<file path="src/rtl/mmdp_mem.sv">
module mmdp_mem #(
    parameter int DEPTH  = 256,
    parameter int WIDTH  = 16,
    parameter int ADDR_W = 8
) (
    input  logic              i_clk,
    input  logic              i_we,
    input  logic              i_re,
    input  logic [ADDR_W-1:0] i_addr,
    input  logic [WIDTH-1:0]  i_wdata,
    output logic [WIDTH-1:0]  o_rdata
);

    logic [WIDTH-1:0] r_mem [DEPTH];
    logic [WIDTH-1:0] r_rdata;

    // Single port, shared address: a write and a registered read can both happen each cycle
    always_ff @(posedge i_clk) begin
        if (i_we) begin
            r_mem[i_addr] <= i_wdata;
        end
        if (i_re) begin
            r_rdata <= r_mem[i_addr];
        end
    end

    assign o_rdata = r_rdata;

endmodule

</file>
<file path="config.mk">
export PLATFORM = sky130hd
export DESIGN_NAME = mmdp_mem
export DESIGN_NICKNAME = d
export VERILOG_FILES = /design/src/rtl/mmdp_mem.sv
export SDC_FILE = /design/constraint.sdc
export NUM_CORES = 2
export LEC_CHECK = 0
export ABC_CLOCK_PERIOD_IN_PS = 4200
export BUFFER_PORTS_ARGS = -buffer_cell sky130_fd_sc_hd__buf_2
export CAP_MARGIN = 20
export CORE_ASPECT_RATIO = 0.75
export CORE_MARGIN = 10
export CORE_UTILIZATION = 41
export DETAILED_ROUTE_END_ITERATION = 7
export PLACE_DENSITY = 0.54
export SETUP_SLACK_MARGIN = 0.1
export SYNTH_ARGS = -nofsm -noshare
export SYNTH_HDL_FRONTEND = slang
export SYNTH_SLANG_ARGS = --single-unit
</file>
<file path="constraint.sdc">
create_clock -name i_clk -period 4.2 [get_ports i_clk]
set_input_delay 0.63 -clock i_clk [delete_from_list [all_inputs] [get_ports i_clk]]
set_output_delay 0.63 -clock i_clk [all_outputs]
set_load 0.005 [all_outputs]
</file>
==> results.md <==
* Most area-consuming cells after synthesis: edfxtp_1 79%, mux4_2 15%, a22oi_1 2.5%
* Final Max Slew Viols at 0
* GR Util All Layers at 0.212
* Post-route ant nets at 0
* Clk_lat worst skew at approximately 950 ps
* Slew @ Worst Pin at ~1400 ps
* Setup Fix Bufs, Post-CTS at 0
* Worst EP required at around 4800 ps
* Clock Path Buffers at 4
* Syn avg cell area at between 20 and 25 um2
* Via count at around 77000
* Clock slew seen by the registers of the worst setup and hold paths at 60 ps
* I/O Buffers at 42
* Min Tclk post-route at between 3000 and 4000 ps
* Maxcap violations at 0
* Starting density of the core at 0.413
* Syn nets at between 6000 and 7000
* Hold Crit Class: in2reg
* Max VDD drop at ~0.00035 V
* Placed cell area at roughly 0.17 mm2
* Area growth, synth to finish at 16.2%
* Max-slew headroom at 0.0391
* Ports at 43
* Avg WL per Cell at ~34 um
* Power Density at about 470 mW/mm2
* Nature of the critical path endpoint: flip-flop
* Leak pwr at roughly 0.056 uW
* Filler Cell Count at between 30000 and 40000
* Cts hold-fix bufs at 1
* Critical path type: in2reg
* Vias in the first global route at between 70000 and 80000
* CTS sink count at slightly above 4000
* Remaining DRCs at 0
* Skew final at 36.1 ps
* Top cell type's share of synthesized area at 0.794
* Die H at 553 um
* Worst Slack Setup Final at between 600 and 700 ps
* Root buffer cell: clkbuf_16
* Sequential-to-total area share from yosys stat at 0.794
* Max Fanout on Critical Path at 27
* Synth Instances at slightly below 7000
* Mapped Area at ~0.16 mm2
* DRT iter0 DRCs at between 10000 and 15000
* R2r setup slk at 900 ps
* Hold depth at 1
* Fin area at 0.181 mm2
* R2r startpoint: r_mem[187][2]
* Synth area leader: edfxtp_1
* Status: complete, no violations
* Initial antenna violation count at 36
* Syn. warnings at 0
* Final WL at approximately 440000 um
* GP Congestion at slightly above 0.8
* Worst r2r path cells at 5
* Final hold viol count at 0
* Design Power at about 85000 uW
* Detailed Routing Iterations Pass 1 at 6
* Total gr overflow at 0
* Crit path DAT at approximately 4200 ps
* Register bit total from synthesis at 4112
* CTS tree: done
* CP Launch Type: primary input
* First-pass GRT wire length at between 600000 and 700000 um
* Final hold slack at about 190 ps
* Placement row count at around 200
* RSZ-0062 raised after global routing: no
* Final period util at 0.851
* Die width at between 700 and 800 um
* H-tree levels at 5
* Die area at 0.405 mm2
* Core Area at 0.377 mm2
* R2R Path End: o_rdata[2]
* Yosys cell types at 21
* DPL Wire Length at around 270000 um
* Num CTS Buffers at 394
* Fmax at ~0.28 GHz
* Largest net degree at the start of global routing at 137
* Place WS at -393 ps
* Fin nets at about 7500
* Hold endpoint: r_mem[223][3]
* # resized after CTS at 0
* Share of cells above drive strength 1 at 0.321
* Setup violations, final at 0
* Fin Setup TNS at 0 ps
* Worst Hold Launch: i_wdata[3]
* Vias/cell at about 6.0
[routing by layer]
metal	wire length, um	track usage	vias to the layer above
met5	23	0	-
met4	9910	0.0502	4
met3	36700	0.0392	505
met2	200000	0.319	3395
met1	191000	0.323	42000
li1	-	-	30700
[worst max-delay path by stage]
stage	startpoint	slack, ps	to	cells after the start
2_1_floorplan	i_addr[0]	870	r_mem[145][0]	7
3_3_place_gp	i_addr[0]	-1080	o_rdata[7]	8
3_5_place_dp	i_addr[1]	-390	o_rdata[2]	9
4_1_cts	i_addr[1]	620	o_rdata[2]	9
5_1_grt	i_addr[1]	420	o_rdata[2]	9
6_report	i_addr[1]	620	o_rdata[2]	9
[worst max-delay path: stages]
cell and delay (ps):
buf_8 360, buf_12 290, buf_12 210, buf_4 210
mux4_2 310, a22oi_1 540, a21oi_1 320, o41ai_2 1100
nand4_1 150
[power breakdown]
group	switching, uW	internal, uW
Clock	15300	20100
Combinational	2770	1510
Sequential	58.3	45200
Total	18100	66900
[registers in the layout (all words and copies together) (netlist names)]
signal and count:
r_mem 4096, o_rdata 16
[through the flow]
| step | utilization | std cells |
|---|---|---|
| floorplan | - | 6727 |
| global placement | 0.445 | 12100 |
| detailed placement | 0.446 | 12100 |
| CTS | 0.479 | 12800 |
| global route | 0.479 | 12900 |
| finish | 0.479 | 12900 |
[synth_stat cells]
master,n
buf_6,25
edfxtp_1,4112
a21oi_1,256
a22oi_1,512
clkbuf_1,249
nand4_1,16
buf_4,16
nand2b_1,6
or3_1,1
nand2_1,28
nor2b_1,7
nor2_1,232
and2_1,3
or2_2,2
o41ai_1,64
buf_1,54
mux4_2,1024
buf_2,76
nand3_1,13
inv_1,1
nor3_1,30
[cell type report]
class / count / area, um2 / area share
sequential: 4112 / 123000 / 0.683
multi-input combinational: 2194 / 30800 / 0.171
clock buffer: 481 / 10400 / 0.0574
timing repair buffer: 800 / 7410 / 0.0410
tap: 5023 / 6280 / 0.0348
clock inverter: 233 / 2280 / 0.0126
antenna: 16 / 40.0 / 0.000222
inverter: 1 / 3.75 / 0.0000208
[logic make-up (layout without fill, tap and decap cells)]
group	after synthesis	in the layout	synth area share
flops	4112	4112	0.794
buf+inv	421	1515	0.0124
mux	1024	1024	0.148
other cells	0	16	0
compound gates	832	832	0.0365
simple gates	338	338	0.00906
[cells in the final DEF, fill, tap and decap left out, types with 2 or more instances in the layout]
master and count:
nor2_1 174, edfxtp_1 4112, clkinv_2 65, clkinv_4 3
nand3_1 5, inv_16 5, mux4_2 1024, buf_2 27
clkbuf_16 403, and2_1 2, o41ai_2 34, nor2b_2 3
buf_8 17, nor2_2 57, nand2_1 20, clkinv_1 100
nand2b_1 4, clkinv_8 5, o41ai_1 30, a22oi_1 512
nor2b_4 2, buf_12 107, diode_2 16, nor3_2 30
clkbuf_1 78, nand2b_4 2, nor2b_1 2, clkinvlp_4 8
a21oi_1 256, nand4_1 16, bufinv_16 41, buf_4 648
nand3_2 8, inv_6 4, nand2_2 7
No activity file was read; power rests on OpenSTA's default activity.
