===== config.mk =====
export PLATFORM = sky130hd
export DESIGN_NAME = mmdp_mac
export DESIGN_NICKNAME = d
export VERILOG_FILES = /design/src/rtl/mmdp_pkg.sv /design/src/rtl/mmdp_mac.sv
export SDC_FILE = /design/constraint.sdc
export NUM_CORES = 1
export LEC_CHECK = 0
export ABC_AREA = 1
export BUFFER_PORTS_ARGS = -buffer_cell sky130_fd_sc_hd__buf_4
export CAP_MARGIN = 20
export CELL_PAD_IN_SITES_DETAIL_PLACEMENT = 0
export CELL_PAD_IN_SITES_GLOBAL_PLACEMENT = 1
export CORE_MARGIN = 3
export CORE_UTILIZATION = 40
export CTS_BUF_LIST = sky130_fd_sc_hd__clkbuf_4 sky130_fd_sc_hd__clkbuf_8 sky130_fd_sc_hd__clkbuf_16
export CTS_CLUSTER_SIZE = 8
export DETAILED_ROUTE_END_ITERATION = 10
export GPL_ROUTABILITY_DRIVEN = 0
export PLACE_DENSITY_LB_ADDON = 0.08
export SYNTH_ARGS = -nofsm -noshare
export SYNTH_HDL_FRONTEND = slang
export SYNTH_SLANG_ARGS = --single-unit
export TNS_END_PERCENT = 30

===== constraint.sdc =====
create_clock -name i_clk -period 18.65 [get_ports i_clk]
set_clock_uncertainty 0.05 [all_clocks]
set_input_delay 1.865 -clock i_clk [delete_from_list [all_inputs] [get_ports i_clk]]
set_output_delay 1.865 -clock i_clk [all_outputs]
set_load 0.02 [all_outputs]

===== src/rtl/mmdp_pkg.sv =====
package mmdp_pkg;

    // Defaults for the top-level parameters
    localparam int MAX_DIM_DEF    = 16;
    localparam int ELEM_WIDTH_DEF = 16;

    // Fixed field widths
    localparam int MODE_W = 2;
    localparam int IDX_W  = 4;
    localparam int VAL_W  = 16;
    localparam int PROD_W = 36;
    localparam int CFG_W  = 5;
    localparam int CFG_IDX_W = 2;

    localparam int IN_DATA_W  = 24;  // row, col, value
    localparam int OUT_DATA_W = 48;  // product, out_row, out_col, zero fill

    localparam logic [CFG_W-1:0] CFG_SIZE_RESET = 5'd16;

    // Register indexes of the configuration port
    localparam logic [CFG_IDX_W-1:0] REG_ROWS_A    = 2'd0;
    localparam logic [CFG_IDX_W-1:0] REG_INNER_LEN = 2'd1;
    localparam logic [CFG_IDX_W-1:0] REG_COLS_B    = 2'd2;

    // Request kinds carried on the input tuser
    typedef enum logic [MODE_W-1:0] {
        MODE_LOAD_A  = 2'd0,
        MODE_LOAD_B  = 2'd1,
        MODE_PRODUCT = 2'd2
    } t_mode;

    typedef enum logic [1:0] {
        ST_IDLE,
        ST_RUN,
        ST_DRAIN,
        ST_EMIT
    } t_state;

    // Control from the sequencer to the multiply-accumulate unit
    typedef struct packed {
        logic clr;   // start a new dot product
        logic vld;   // element pair on the read data is live
        logic last;  // final pair of the dot product
    } t_mac_ctl;

endpackage


===== src/rtl/mmdp_mac.sv =====
module mmdp_mac #(
    parameter int ELEM_WIDTH = mmdp_pkg::ELEM_WIDTH_DEF
) (
    input  logic                        i_clk,
    input  logic                        i_rst_n,
    input  mmdp_pkg::t_mac_ctl          i_ctl,
    input  logic [ELEM_WIDTH-1:0]       i_a,
    input  logic [ELEM_WIDTH-1:0]       i_b,
    output logic [mmdp_pkg::PROD_W-1:0] o_acc,
    output logic                        o_done
);
    import mmdp_pkg::*;

    localparam int MUL_W = 2 * ELEM_WIDTH;

    logic signed [MUL_W-1:0] r_mul;
    logic                    r_mul_vld;
    logic                    r_mul_last;
    logic [PROD_W-1:0]       r_acc;
    logic                    r_done;
    logic signed [MUL_W-1:0] mul;
    logic [PROD_W-1:0]       mul_ext;

    assign mul     = $signed(i_a) * $signed(i_b);
    assign mul_ext = PROD_W'(r_mul);

    always_ff @(posedge i_clk) begin
        if (!i_rst_n) begin
            r_mul_vld  <= 1'b0;
            r_mul_last <= 1'b0;
            r_done     <= 1'b0;
        end else begin
            r_mul_vld  <= i_ctl.vld;
            r_mul_last <= i_ctl.vld && i_ctl.last;
            r_done     <= r_mul_vld && r_mul_last;
        end
    end

    // Product stage, then accumulate; sum wraps at the accumulator width
    always_ff @(posedge i_clk) begin
        if (i_ctl.vld) begin
            r_mul <= mul;
        end
        if (i_ctl.clr) begin
            r_acc <= '0;
        end else if (r_mul_vld) begin
            r_acc <= r_acc + mul_ext;
        end
    end

    assign o_acc  = r_acc;
    assign o_done = r_done;

endmodule


==> results of run 1 <==
==> layer usage <==
metal,up-vias,global-route usage [%]
li1,5985,-
met1,5719,29.1
met2,226,35.3
met3,51,1.94
met4,0,5.71
met5,-,0
==> state kept, by name, indices dropped and copies added (netlist names) <==
register / flops
r_mul: 32
o_acc: 36
r_mul_last: 1
o_done: 1
r_mul_vld: 1
==> kinds of logic (layout without fill, tap and decap cells) <==
family	count (synthesis)	count (layout)	synth area share (%)
compound gates	164	164	6.07
simple gates	742	742	19.9
fa+ha+maj	380	380	44.0
buf+inv	627	651	15.6
flops	71	71	11.4
xor+xnor	52	52	2.98
==> placed cells by master (no fill, tap or decap), types with 2 or more instances in the layout <==
| cell | netlist | final |
|---|---|---|
| nand2_2 | 12 | 12 |
| nor4_1 | 2 | 2 |
| nand2_1 | 466 | 466 |
| a21boi_0 | 3 | 3 |
| clkbuf_16 | 0 | 9 |
| o21ai_1 | 8 | 8 |
| o21bai_1 | 11 | 11 |
| edfxtp_1 | 32 | 32 |
| inv_2 | 3 | 3 |
| fa_1 | 263 | 263 |
| a21oi_2 | 4 | 4 |
| xnor2_1 | 19 | 19 |
| nor2_4 | 2 | 2 |
| nor3_2 | 2 | 2 |
| clkinv_4 | 0 | 2 |
| ha_1 | 117 | 117 |
| or2_1 | 2 | 2 |
| nand3b_1 | 2 | 2 |
| nand3_1 | 54 | 54 |
| o21ai_0 | 46 | 46 |
| or2_2 | 6 | 6 |
| a21oi_1 | 73 | 73 |
| xor2_1 | 33 | 33 |
| a21o_1 | 6 | 6 |
| bufinv_16 | 0 | 3 |
| nor3_1 | 6 | 6 |
| nand3_2 | 4 | 4 |
| nand4_1 | 14 | 14 |
| o21a_1 | 4 | 4 |
| nor2_2 | 7 | 7 |
| o221ai_1 | 4 | 4 |
| inv_1 | 558 | 558 |
| nor2_1 | 159 | 159 |
| dfxtp_1 | 39 | 38 |
| buf_4 | 1 | 74 |
==> stage by stage <==
stage | cell area, um2 | hold slack [ps] | setup WS, ps
floorplan | 15300 | 387 | 11430
global placement | 16200 | 396 | 10960
detailed placement | 16200 | 397 | 10980
CTS | 16500 | 411 | 11360
global route | 16500 | 440 | 11040
finish | 16500 | 410 | 11320
==> worst paths after layout <==
| path | startpoint | end | slack, ps | cells past startpoint |
|---|---|---|---|---|
| max | i_b[4] | r_mul[31] | 11320 | 19 |
| min | r_mul_last | o_done | 410 | 1 |
| max reg2reg | o_acc[0] | o_acc[30] | 16030 | 13 |
| min reg2reg | r_mul_last | o_done | 410 | 1 |
==> layout make-up <==
cell class / count / area share, %
Multi-Input combinational cell: 1338 / 67.4
Inverter: 561 / 12.7
Sequential cell: 71 / 10.5
Tap cell: 504 / 3.81
Timing Repair Buffer: 74 / 3.36
Clock buffer: 10 / 1.44
Clock inverter: 6 / 0.703
==> impl_metrics.ini, run 1 <==
[drt]
routedWlPerCell_um = 16.1
routed_length_on_met3_mm = 1.40
drt_first_pass_iters = 5
routed_wirelength_mm = 41.2
drc_errors = 0
drt_iter0_markers = 587
viasPerCell = 4.67
top_layer = met4
met2_wirelength_from_detailed_routing_mm = 19.1
final_ant_viol_nets = 0
drt-met1-wl_mm = 19.7
detailroute.via_count = 12000

[timing]
final_min_period_over_clock_period_pct = 39.3
achievable-frequency_mhz = 136
setup-violations-final = 0
worstMarginPinSlew_ps = 730
setup_total_negative_slack_ps = 0
finalHoldViolations = 0
max-slew-margin-rel_pct = 51.3
setup_repair_after_global_routing_missed_its_margin = false
slew_viol_final = 0
timing.final.crit_period_ps = 7330

[cts]
clock_tree_from_tritoncts = built
post_cts.repair.setup_buffers = 0
cts-buffers-inserted = 9
cts_max_path_buffers = 2
cts-htree-levels = 3
insertion_delay_ps = 350
tritoncts_num_sinks = 71
clock_tree.root_cell = clkbuf_16
cts.repair.resized = 0
post_cts_hold_fix_bufs = 0
clk_pin_slew_worst_paths_ps = 60

[placement]
dpl.hpwl_mm = 34.9
count_of_buffers_inserted_at_the_top_level_ports = 73
dp_cells = 2548

[global_routing]
number_of_global_route_vias_before_repair = 12800
pin_count_of_the_biggest_net_entering_global_routing = 57
grt_remaining_overflow = 0
number_of_antenna_violations_at_the_first_check_in_global_routing = 0
grt_first_pass_wirelength_mm = 68.0
globalRouteTotalUtil_pct = 21.0

[logic_synthesis]
synth_cells = 2036
synth-edff-count = 32
synthesis.area_mm2 = 0.0153
yosysSeqAreaShare_pct = 11.4
yosysMostFrequentCell = inv_1
netlist.area_leader.share_pct = 34.4
ys_seq_elements = 71
synth.top_cells.by_count = 558 x inv_1, 466 x nand2_1, 263 x fa_1
synth_async_sr_flop_share_pct = 0
synth.net_count = 2453
ys_top_cells_by_area = fa_1 34%, inv_1 14%, nand2_1 11%
postSynth.topFlopCell = dfxtp_1
yosysWarnings = 0
synth_cell_type_count = 45
synthesis.area_per_instance_um2 = 7.51
yosysTopAreaCell = fa_1

[final_layout]
multi_input_comb_area_mm2 = 0.0112
regArea_mm2 = 0.00174
ratio_of_cells_with_drive_above_1_in_the_final_layout_pct = 6.55
postLayoutCoreUtil_pct = 44.6
post_layout_nonfiller_instances = 2564
diodes = 0
num-nets-final = 2472
area.growth.synth_to_final_pct = 8.24
fill_cells = 3890

[critical_path]
library_cell_contributing_the_largest_single_delay_on_the_critical_path = fa_1
critPathBufInv = 5
endpoint_kind = flip-flop
worst_ep_arrival_time_ps = 7370
slowest_delay_ps = 800
crit_chain = buf_4, nand2_1, fa_1, inv_1, fa_1, inv_1, fa_1, fa_1, fa_1, fa_1, inv_1, ha_1, nand2_1, nor2_1, inv_1, nor4_1, nand3_1, nand2_1, xor2_1
crit_type = input pin to flip-flop
crit_path_max_fanout = 16
timing.critical_path.required_ps = 18680
cpLargestDelayFamily = adder cells
critical_path.most_common_cell = fa_1
crit_path_start_kind = input pin

[die]
fp.dieArea_mm2 = 0.0406
core_rows = 70
core-area_mm2 = 0.0371
starting_density_of_the_core_pct = 41.2
floorplan.die.width_um = 202
ioPinCount = 74
vertical_die_dimension_um = 202

[flow_run]
maxCapViolCount = 0

[hold_path]
timing.hold.worst.class = flip-flop to flip-flop

[run_status]
outcome = completed
Power of run 1 is not shown: default switching activity piles up to over one toggle a cycle in this logic, so the estimate is an artifact.
==> inputs of run 2 (changes only) <==
--- a/config.mk
+++ b/config.mk
@@ -5,7 +5,7 @@
 export SDC_FILE = /design/constraint.sdc
 export NUM_CORES = 1
 export LEC_CHECK = 0
-export ABC_AREA = 1
+export ABC_AREA = 0
 export BUFFER_PORTS_ARGS = -buffer_cell sky130_fd_sc_hd__buf_4
 export CAP_MARGIN = 20
 export CELL_PAD_IN_SITES_DETAIL_PLACEMENT = 0
==> constraint.sdc (replaced) <==
create_clock -name i_clk -period 6.5 [get_ports i_clk]
set_clock_uncertainty 0.05 [all_clocks]
set_input_delay 0.65 -clock i_clk [delete_from_list [all_inputs] [get_ports i_clk]]
set_output_delay 0.65 -clock i_clk [all_outputs]
set_load 0.02 [all_outputs]
==> run 2 against run 1 <==
Clock-buffer cell count shrank 1; non-clock buffer count grew 79; setup slack lost 11000 ps; design area shrank 3.8%; critical path depth grew 4; final cell count shrank 18%; utilization grew 1.4 points; hold slack gained 38 ps; global-route usage shrank 2.6 points; via count shrank 14%.
==> impl_metrics.ini, run 2 <==
[global_routing]
number_of_antenna_violations_at_the_first_check_in_global_routing = 0
grt_remaining_overflow = 0
grt_first_pass_wirelength_mm = 56.9
globalRouteTotalUtil_pct = 18.4
number_of_global_route_vias_before_repair = 10900
pin_count_of_the_biggest_net_entering_global_routing = 44

[die]
core_rows = 68
floorplan.die.width_um = 194
fp.dieArea_mm2 = 0.0375
starting_density_of_the_core_pct = 40.7
vertical_die_dimension_um = 194
core-area_mm2 = 0.0346
ioPinCount = 74

[hold_path]
timing.hold.worst.class = flip-flop to flip-flop

[cts]
post_cts_hold_fix_bufs = 0
insertion_delay_ps = 350
clock_tree.root_cell = clkbuf_16
clk_pin_slew_worst_paths_ps = 60
tritoncts_num_sinks = 71
cts_max_path_buffers = 2
clock_tree_from_tritoncts = built
cts-htree-levels = 3
cts.repair.resized = 0
cts-buffers-inserted = 9
post_cts.repair.setup_buffers = 0

[placement]
dp_cells = 2096
dpl.hpwl_mm = 29.2
count_of_buffers_inserted_at_the_top_level_ports = 73

[logic_synthesis]
yosysWarnings = 0
synth.top_cells.by_count = 325 x inv_1, 263 x fa_1, 164 x nand2_1
synth_cells = 1539
postSynth.topFlopCell = dfxtp_1
yosysTopAreaCell = fa_1
synthesis.area_mm2 = 0.0141
ys_top_cells_by_area = fa_1 37%, ha_1 10%, inv_1 8.7%
netlist.area_leader.share_pct = 37.4
yosysSeqAreaShare_pct = 12.4
synthesis.area_per_instance_um2 = 9.15
synth.net_count = 1956
synth_async_sr_flop_share_pct = 0
yosysMostFrequentCell = inv_1
synth_cell_type_count = 68
synth-edff-count = 32
ys_seq_elements = 71

[drt]
drc_errors = 0
drt_first_pass_iters = 4
final_ant_viol_nets = 0
routedWlPerCell_um = 16.0
viasPerCell = 4.88
drt_iter0_markers = 339
detailroute.via_count = 10300
routed_wirelength_mm = 33.8

[critical_path]
timing.reg2reg.setup_slack_ps = 3400
worst_reg2reg_startpoint = r_mul[18]
rr_worst_depth = 9
timing.critical_path.required_ps = 6540
crit_type = input pin to flip-flop
endpoint_kind = flip-flop
timing.critical_path.to = r_mul[31]
launching_element_of_the_worst_setup_path = i_a[5]
crit_path_start_kind = input pin
worst_ep_arrival_time_ps = 6240
crit_path_max_fanout = 7
timing.rr.end = o_acc[35]

[timing]
worstMarginPinSlew_ps = 581
slew_viol_final = 0
finalHoldViolations = 0
timing.final.crit_period_ps = 6200
setup-violations-final = 0
achievable-frequency_mhz = 161
setup_repair_after_global_routing_missed_its_margin = false
max-slew-margin-rel_pct = 61.2
final_min_period_over_clock_period_pct = 95.4

[final_layout]
final_common_cell = inv_1
ratio_of_cells_with_drive_above_1_in_the_final_layout_pct = 10.6
num-nets-final = 2069
diodes = 0
largest_reg_flops = 36
post_layout_nonfiller_instances = 2112
area.growth.synth_to_final_pct = 13.0
commonest_cells_after_routing_fill_and_taps_aside = 325 x inv_1, 263 x fa_1, 164 x nand2_1
fill_cells = 3426

[run_status]
outcome = completed

[flow_run]
maxCapViolCount = 0
## run 2: worst max-delay path, cell delays in order
cell and delay (ps):
buf_4 130, buf_4 170, and2_1 160, fa_1 540
inv_1 70, fa_1 530, inv_1 50, fa_1 520
fa_1 430, fa_1 490, inv_1 50, fa_1 480
inv_1 40, ha_1 310, nand2_1 140, nor4_1 350
o211ai_1 240, a311oi_1 260, buf_4 160, nor2_1 60
o2111ai_1 190, a21oi_1 100, xnor2_1 130
## run 2: logic make-up after synthesis
logic type / count (synthesis) / share of synthesized area [%]
AOI/OAI and AO/OA: 203 / 9.84
xor gates and xnor gates: 54 / 3.36
DFF: 71 / 12.4
adders and majority gates: 380 / 47.8
buffers and inverters: 376 / 10.1
and+or+nand+nor: 442 / 15.6
muxes: 13 / 0.933
## run 2: stage by stage
step	TNS (ps)	utilization (%)	worst slack [ps]	cell area (um2)	hold WS, ps
3_3_place_gp	-42.2	45.1	-42.2	15600	414
2_1_floorplan	0	-	172	14100	387
6_report	0	46.0	297	15900	447
3_5_place_dp	-121	45.1	-103	15600	431
4_1_cts	0	46.0	288	15900	455
5_1_grt	0	46.0	25.3	15900	453
## run 2: area by class of cell
class                      instances  area (um2)  share of cell area (%)
clock inverter                     7        72.6                   0.456
tap                              455         569                    3.58
sequential                        71        1740                    10.9
multi-input combinational       1092       10900                    68.6
inverter                         325        1220                    7.66
clock buffer                       9         225                    1.41
timing repair buffer             153        1170                    7.37
## run 2: per-layer routing
| layer | track usage (%) | wire length, um | up-vias |
|---|---|---|---|
| met2 | 28.6 | 14600 | 153 |
| met5 | 0 | 0 | - |
| met1 | 28.4 | 17800 | 5067 |
| li1 | - | - | 5060 |
| met3 | 1.69 | 1050 | 19 |
| met4 | 3.11 | 325 | 0 |
## run 2: worst min path at each step
| stage | to | from | depth (start not counted) |
|---|---|---|---|
| after CTS | o_acc[4] | o_acc[4] | 2 |
| final | o_done | r_mul_last | 1 |
| after detailed placement | o_done | r_mul_last | 1 |
| after floorplan | o_done | r_mul_last | 1 |
| after global routing | o_done | r_mul_last | 1 |
| after global placement | o_done | r_mul_last | 1 |
Power of run 2 is left out for the same reason.
